$ cat config.mk
export PLATFORM = sky130hd
export DESIGN_NAME = sgns_ctrl
export DESIGN_NICKNAME = d
export VERILOG_FILES = /design/src/sgns_pkg.sv /design/src/sgns_ctrl.sv
export SDC_FILE = /design/constraint.sdc
export NUM_CORES = 1
export LEC_CHECK = 0
export BUFFER_PORTS_ARGS = -buffer_cell sky130_fd_sc_hd__buf_2
export CAP_MARGIN = 0
export CORE_AREA = 3 3 40 42
export CTS_BUF_LIST = sky130_fd_sc_hd__clkbuf_4 sky130_fd_sc_hd__clkbuf_8 sky130_fd_sc_hd__clkbuf_16
export DETAILED_ROUTE_END_ITERATION = 12
export DIE_AREA = 0 0 43 45
export GPL_TIMING_DRIVEN = 0
export PLACE_DENSITY = 0.43
export SYNTH_ARGS = -nofsm -noshare
export SYNTH_HDL_FRONTEND = slang
export SYNTH_SLANG_ARGS = --single-unit
$ cat constraint.sdc
create_clock -name clk -period 2.07 [get_ports clk]
set_clock_uncertainty 0.15 [all_clocks]
set_input_delay 0.414 -clock clk [delete_from_list [all_inputs] [get_ports clk]]
set_output_delay 0.414 -clock clk [all_outputs]
set_load 0.005 [all_outputs]
$ cat src/sgns_pkg.sv
// Shared types, constants and controller states for the Sobel / non-max suppression unit.
`default_nettype none
package sgns_pkg;

  localparam int DEF_MAX_WIDTH  = 1024;
  localparam int DEF_MAX_HEIGHT = 4096;
  localparam int MAG_W          = 21;
  localparam int GRAD_W         = 23;
  localparam int EDGE_W         = 11;

  typedef struct packed {
    logic [7:0] pixel;
    logic       drain;
  } in_t;

  typedef struct packed {
    logic [EDGE_W-1:0] edge_magnitude;
    logic [1:0]        sector;
    logic              frame_last;
  } out_t;

  typedef enum logic [3:0] {
    ST_IDLE,
    ST_READ,
    ST_SHIFT,
    ST_GXY,
    ST_SQUARE,
    ST_GRAD,
    ST_NMS,
    ST_SQRT,
    ST_PUSH
  } state_t;

  typedef struct packed {
    logic accept;
    logic read;
    logic shift;
    logic gxy;
    logic square;
    logic grad;
    logic nms;
    logic push;
  } cmd_t;

  typedef struct packed {
    logic emit;
    logic sqrt_busy;
    logic out_free;
  } status_t;

  localparam logic [1:0] SEC_HORIZ = 2'd0;
  localparam logic [1:0] SEC_DIAG  = 2'd1;
  localparam logic [1:0] SEC_VERT  = 2'd2;
  localparam logic [1:0] SEC_ANTI  = 2'd3;

  localparam logic [0:0] REG_WIDTH  = 1'b0;
  localparam logic [0:0] REG_HEIGHT = 1'b1;

endpackage
`default_nettype wire

$ cat src/sgns_ctrl.sv
// Controller: sequences one request through read and Sobel and, when it emits a result, suppression, root and output.
`default_nettype none
module sgns_ctrl (
  input  wire logic               clk,
  input  wire logic               rst,
  input  wire logic               in_valid,
  output logic                    in_stall,
  input  wire sgns_pkg::status_t  status,
  output sgns_pkg::cmd_t          cmd
);
  import sgns_pkg::*;

  state_t state, state_next;

  always_ff @(posedge clk) begin
    if (rst) begin
      state <= ST_IDLE;
    end else begin
      state <= state_next;
    end
  end

  always_comb begin
    state_next = state;
    unique case (state)
      ST_IDLE:   if (in_valid) state_next = ST_READ;
      ST_READ:   state_next = ST_SHIFT;
      ST_SHIFT:  state_next = ST_GXY;
      ST_GXY:    state_next = ST_SQUARE;
      ST_SQUARE: state_next = ST_GRAD;
      ST_GRAD:   state_next = status.emit ? ST_NMS : ST_IDLE;
      ST_NMS:    state_next = ST_SQRT;
      ST_SQRT:   if (!status.sqrt_busy) state_next = ST_PUSH;
      ST_PUSH:   if (status.out_free) state_next = ST_IDLE;
      default:   state_next = ST_IDLE;
    endcase
  end

  always_comb begin
    cmd      = '0;
    in_stall = 1'b1;
    unique case (state)
      ST_IDLE: begin
        in_stall   = 1'b0;
        cmd.accept = in_valid;
      end
      ST_READ:   cmd.read   = 1'b1;
      ST_SHIFT:  cmd.shift  = 1'b1;
      ST_GXY:    cmd.gxy    = 1'b1;
      ST_SQUARE: cmd.square = 1'b1;
      ST_GRAD:   cmd.grad   = 1'b1;
      ST_NMS:    cmd.nms    = 1'b1;
      ST_SQRT:   cmd.push   = 1'b0;
      ST_PUSH:   cmd.push   = status.out_free;
      default:   cmd        = '0;
    endcase
  end

endmodule
`default_nettype wire

# After elaboration in Yosys (flattened, before gate mapping)
# Index checks and enable logic that the tools add are counted.
# classes
n_eq_ne,11
muxes,14
reduce_logical,2
# ops
op,n
$pmux W4 S9,1
$eq A4 B3 Y1 const B,4
$mux W4,3
$mux W1,9
$eq A4 B2 Y1 const B,2
$ne A2 B2 Y1 const B,3
$eq A4 B1 Y1 const B,1
$eq A4 B4 Y1 const B,1
$logic_not A4 Y1,1
$mux W3,1
$reduce_and A3 Y1,1
# totals
register_bits,4
in_bits,6
out_inout_bits,9

# Logic depth before layout (Yosys ltp)
# logic_depth
word_depth,3
mapped_depth,4
mapped_depth_nobuf,3

# Worst setup path after synthesis
# Ideal clock, no wire load.
# synth_timing
kind,reg-to-output
from,register state[0]
to,output port cmd[7] in the netlist's numbering
t_arrival_ns,1.084
required_time_ns,1.506
setup_slack_ns,0.422
stages_incl_launch_ff,4
path_buffers,1
cell_sequence,dfxtp_1 buf_6 or4_4 nor2_2
# synth_lines
item,line,source
from (decl),sgns_ctrl.sv:13,"state_t state, state_next;"
from (signal assigned),sgns_ctrl.sv:19,state <= state_next;
to (decl),sgns_ctrl.sv:9,output sgns_pkg::cmd_t cmd

==> impl_metrics.csv <==
group,metric,value,unit
hold_path,whs_path_depth,2,
clock_network,cts_root_buffer,"sky130_fd_sc_hd__clkbuf_4",
placement,portBuffers,14,
floorplan,chipWidth,43,um
yosys,yosysTopAreaCell,"sky130_fd_sc_hd__dfxtp_1",
final_layout,layout-drive-gt1-share,0.4310,
drt,detail_route.iter0.violations,4,
clock_network,post_cts_resize_count,0,
setup_path,crit_path_end_kind,"output pin",
drt,post_drt_wl_per_cell,10.68,um
placement,globalplace.congestion,0.6783,
outcome,run_status,"complete, no violations",
setup_path,worst-setup-path-type,"register to output pin",
final_layout,flip_flop_count_of_the_largest_register_all_copies_and_words_added,4,
sta,worst_slew_pin_slew,0.2554,ns
setup_path,crit_path_start_kind,"register",
clock_network,hold_buffers,0,
drt,route.detailed.drc,0,
placement,dp.final_hpwl,595.8,um
placement,postPlaceCellArea,390.4,um^2
final_layout,reg_top3,"state: 4 flops",
setup_path,critPathArrivalTime,1.42,ns
global_route,grt_antenna_before_repair,0,
sta,timing_max_transition_violations_final,0,
sta,unrepaired_setup_endpoints_after_global_routing,"false",
placement,post_placement_worst_setup_slack,0.3209,ns
drt,detail_route.first_pass.iterations,4,
setup_path,worst-endpoint-required,1.51,ns
sta,fin_ws,0.08273,ns
floorplan,coreArea,0.001285,mm^2
floorplan,effective_utilization_at_floorplan,0.2347,
final_layout,final.fill_count,153,
yosys,syn_nets,47,
clock_network,tritoncts_num_sinks,4,
clock_network,clk_pin_slew_worst_paths,0.04,ns
yosys,synth.yosys.seq_area_share,0.2656,
yosys,yosys_register_bits,4,
sta,final-setup-viol-count,0,
yosys,synth_edf_count,0,
yosys,netlist_instances,41,
setup_path,worstRegToRegCells,4,
job,max_cap_viols,0,
floorplan,row_count,13,
global_route,first_global_vias,322,
clock_network,cts_post_setup_buffers_inserted,0,
final_layout,finalInstanceArea,412.9,um^2
yosys,yosysTopAreaCellShare,0.2656,
global_route,grt_pass1_wl,1.297,mm
hold_path,worstHoldPathType,"input pin to register",
drt,via_count,338,
sta,totalNegativeSetupSlack,0,ns
yosys,avg_inst_size_synth,7.355,um^2
clock_network,clkLatencyLatePin,0.23,ns
floorplan,ios,15,
floorplan,full_die_area,0.001935,mm^2
final_layout,net_count_reported_at_finish,66,
yosys,synth-async-reset-ratio,0,
yosys,netlist_top_cells_count,"sky130_fd_sc_hd__dfxtp_1, sky130_fd_sc_hd__inv_1, sky130_fd_sc_hd__nand2_1, sky130_fd_sc_hd__nor3_1",
power,ir_worst_vdd,0.3276,mV
yosys,post_synth_num_cell_types,22,
sta,fin_crit,1.987,ns
sta,final_hold_viol_count,0,
global_route,overflow,0,
final_layout,antenna-diode-count,0,
sta,max_slew_margin,0.8295,
yosys,most_instantiated_flip_flop_cell_in_the_synthesis_netlist,"sky130_fd_sc_hd__dfxtp_1",
sta,layout_worst_path_cycle_share,0.9600,
yosys,synth.top_cells.by_area,"sky130_fd_sc_hd__dfxtp_1, sky130_fd_sc_hd__nor3_1, sky130_fd_sc_hd__a21oi_1",
drt,drt_wl_total,780,um
final_layout,finalCoreUtilization,0.3213,
power,power-per-cell-area,667.5,mW/mm^2
clock_network,clock_tree.htree_level_count,1,
yosys,yosys_warnings,0,
sta,max_freq,0.5032,GHz
setup_path,worst-path-max-fanout,10,
drt,vias_per_cell,4.630,
clock_network,cts_tree,"built",
global_route,grt_max_degree,11,
global_route,gr-usage-all-layers,0.08978,
floorplan,die_height,45,um
final_layout,area_added_between_synthesis_and_finish,36.93,%
drt,detail-route-antenna-nets,0,
final_layout,largest-register,"state",
yosys,cell_area_after_synthesis,301.5,um^2
clock_network,clock_path_buffers,2,
clock_network,cts-buffers-inserted,3,
power,cellLeakagePower,0.1928,nW
through the flow:
step	power, mW	std cells	hold WS (ns)
floorplan	0.1542	41	0.3337
global placement	0.1853	70	0.4524
detailed placement	0.1850	70	0.4533
CTS	0.2830	73	0.2074
global route	0.3037	73	0.2011
finish	0.2756	73	0.2139
cell usage in the layout (no fill, tap or decap):
| cell | instances |
|---|---|
| sky130_fd_sc_hd__a21oi_1 | 3 |
| sky130_fd_sc_hd__and2_0 | 1 |
| sky130_fd_sc_hd__buf_2 | 16 |
| sky130_fd_sc_hd__buf_6 | 1 |
| sky130_fd_sc_hd__clkbuf_4 | 3 |
| sky130_fd_sc_hd__dfxtp_1 | 4 |
| sky130_fd_sc_hd__inv_1 | 4 |
| sky130_fd_sc_hd__mux2_1 | 1 |
| sky130_fd_sc_hd__nand2_1 | 4 |
| sky130_fd_sc_hd__nand2b_1 | 1 |
| sky130_fd_sc_hd__nor2_1 | 2 |
| sky130_fd_sc_hd__nor2_2 | 1 |
| sky130_fd_sc_hd__nor2_4 | 1 |
| sky130_fd_sc_hd__nor2b_1 | 1 |
| sky130_fd_sc_hd__nor3_1 | 4 |
| sky130_fd_sc_hd__nor3_2 | 1 |
| sky130_fd_sc_hd__nor4_1 | 1 |
| sky130_fd_sc_hd__o211ai_1 | 2 |
| sky130_fd_sc_hd__o21ai_0 | 3 |
| sky130_fd_sc_hd__o32a_1 | 1 |
| sky130_fd_sc_hd__or2_2 | 1 |
| sky130_fd_sc_hd__or3_1 | 1 |
| sky130_fd_sc_hd__or4_4 | 1 |
routing by layer:
metal | GRT usage | wire length [um] | vias up
li1 | - | - | 178
met1 | 0.09353 | 349 | 145
met5 | 0 | 0 | -
met3 | 0.07171 | 73 | 0
met2 | 0.1527 | 356 | 15
met4 | 0 | 0 | 0
critical path, stage by stage, from the launching register on:
cell	delay, ns
sky130_fd_sc_hd__dfxtp_1	0.30
sky130_fd_sc_hd__buf_6	0.13
sky130_fd_sc_hd__or4_4	0.57
sky130_fd_sc_hd__nor2_2	0.09
sky130_fd_sc_hd__buf_2	0.11
cells by family (layout without fill, tap and decap cells):
group                  after synthesis  after routing  share of synthesized area
AOI/OAI and AO/OA                    9              9                     0.1825
DFF                                  4              4                     0.2656
and+or+nand+nor                     20             20                     0.3943
muxes                                1              1                    0.03734
buffers and inverters                7             24                     0.1203
area by class of cell:
cell class,count,area (um^2),area share
Tap cell,15,18.77,0.04545
Clock buffer,3,22.52,0.05455
Multi-Input combinational cell,30,185.2,0.4485
Timing Repair Buffer,14,70.07,0.1697
Inverter,4,15.01,0.03636
Sequential cell,4,80.08,0.1939
Buffer,3,21.27,0.05152
path summary, 6_finish.rpt:
path / start / end / slack (ns)
setup reg to reg: state[0]$_SDFFE_PP0P_ / state[3]$_SDFFE_PP0P_ / 0.67
hold reg to reg: state[2]$_SDFFE_PP0P_ / state[2]$_SDFFE_PP0P_ / 0.49
hold / removal: rst / state[3]$_SDFFE_PP0P_ / 0.21
setup / recovery: state[0]$_SDFFE_PP0P_ / cmd[7] / 0.08
where the power goes:
| part | total (mW) | internal, mW | switching, mW |
|---|---|---|---|
| Clock | 0.0926 | 0.0646 | 0.0280 |
| Sequential | 0.0898 | 0.0845 | 0.00529 |
| Combinational | 0.0932 | 0.0445 | 0.0487 |
| Total | 0.276 | 0.194 | 0.0820 |
(Power assumes the default switching activity.)
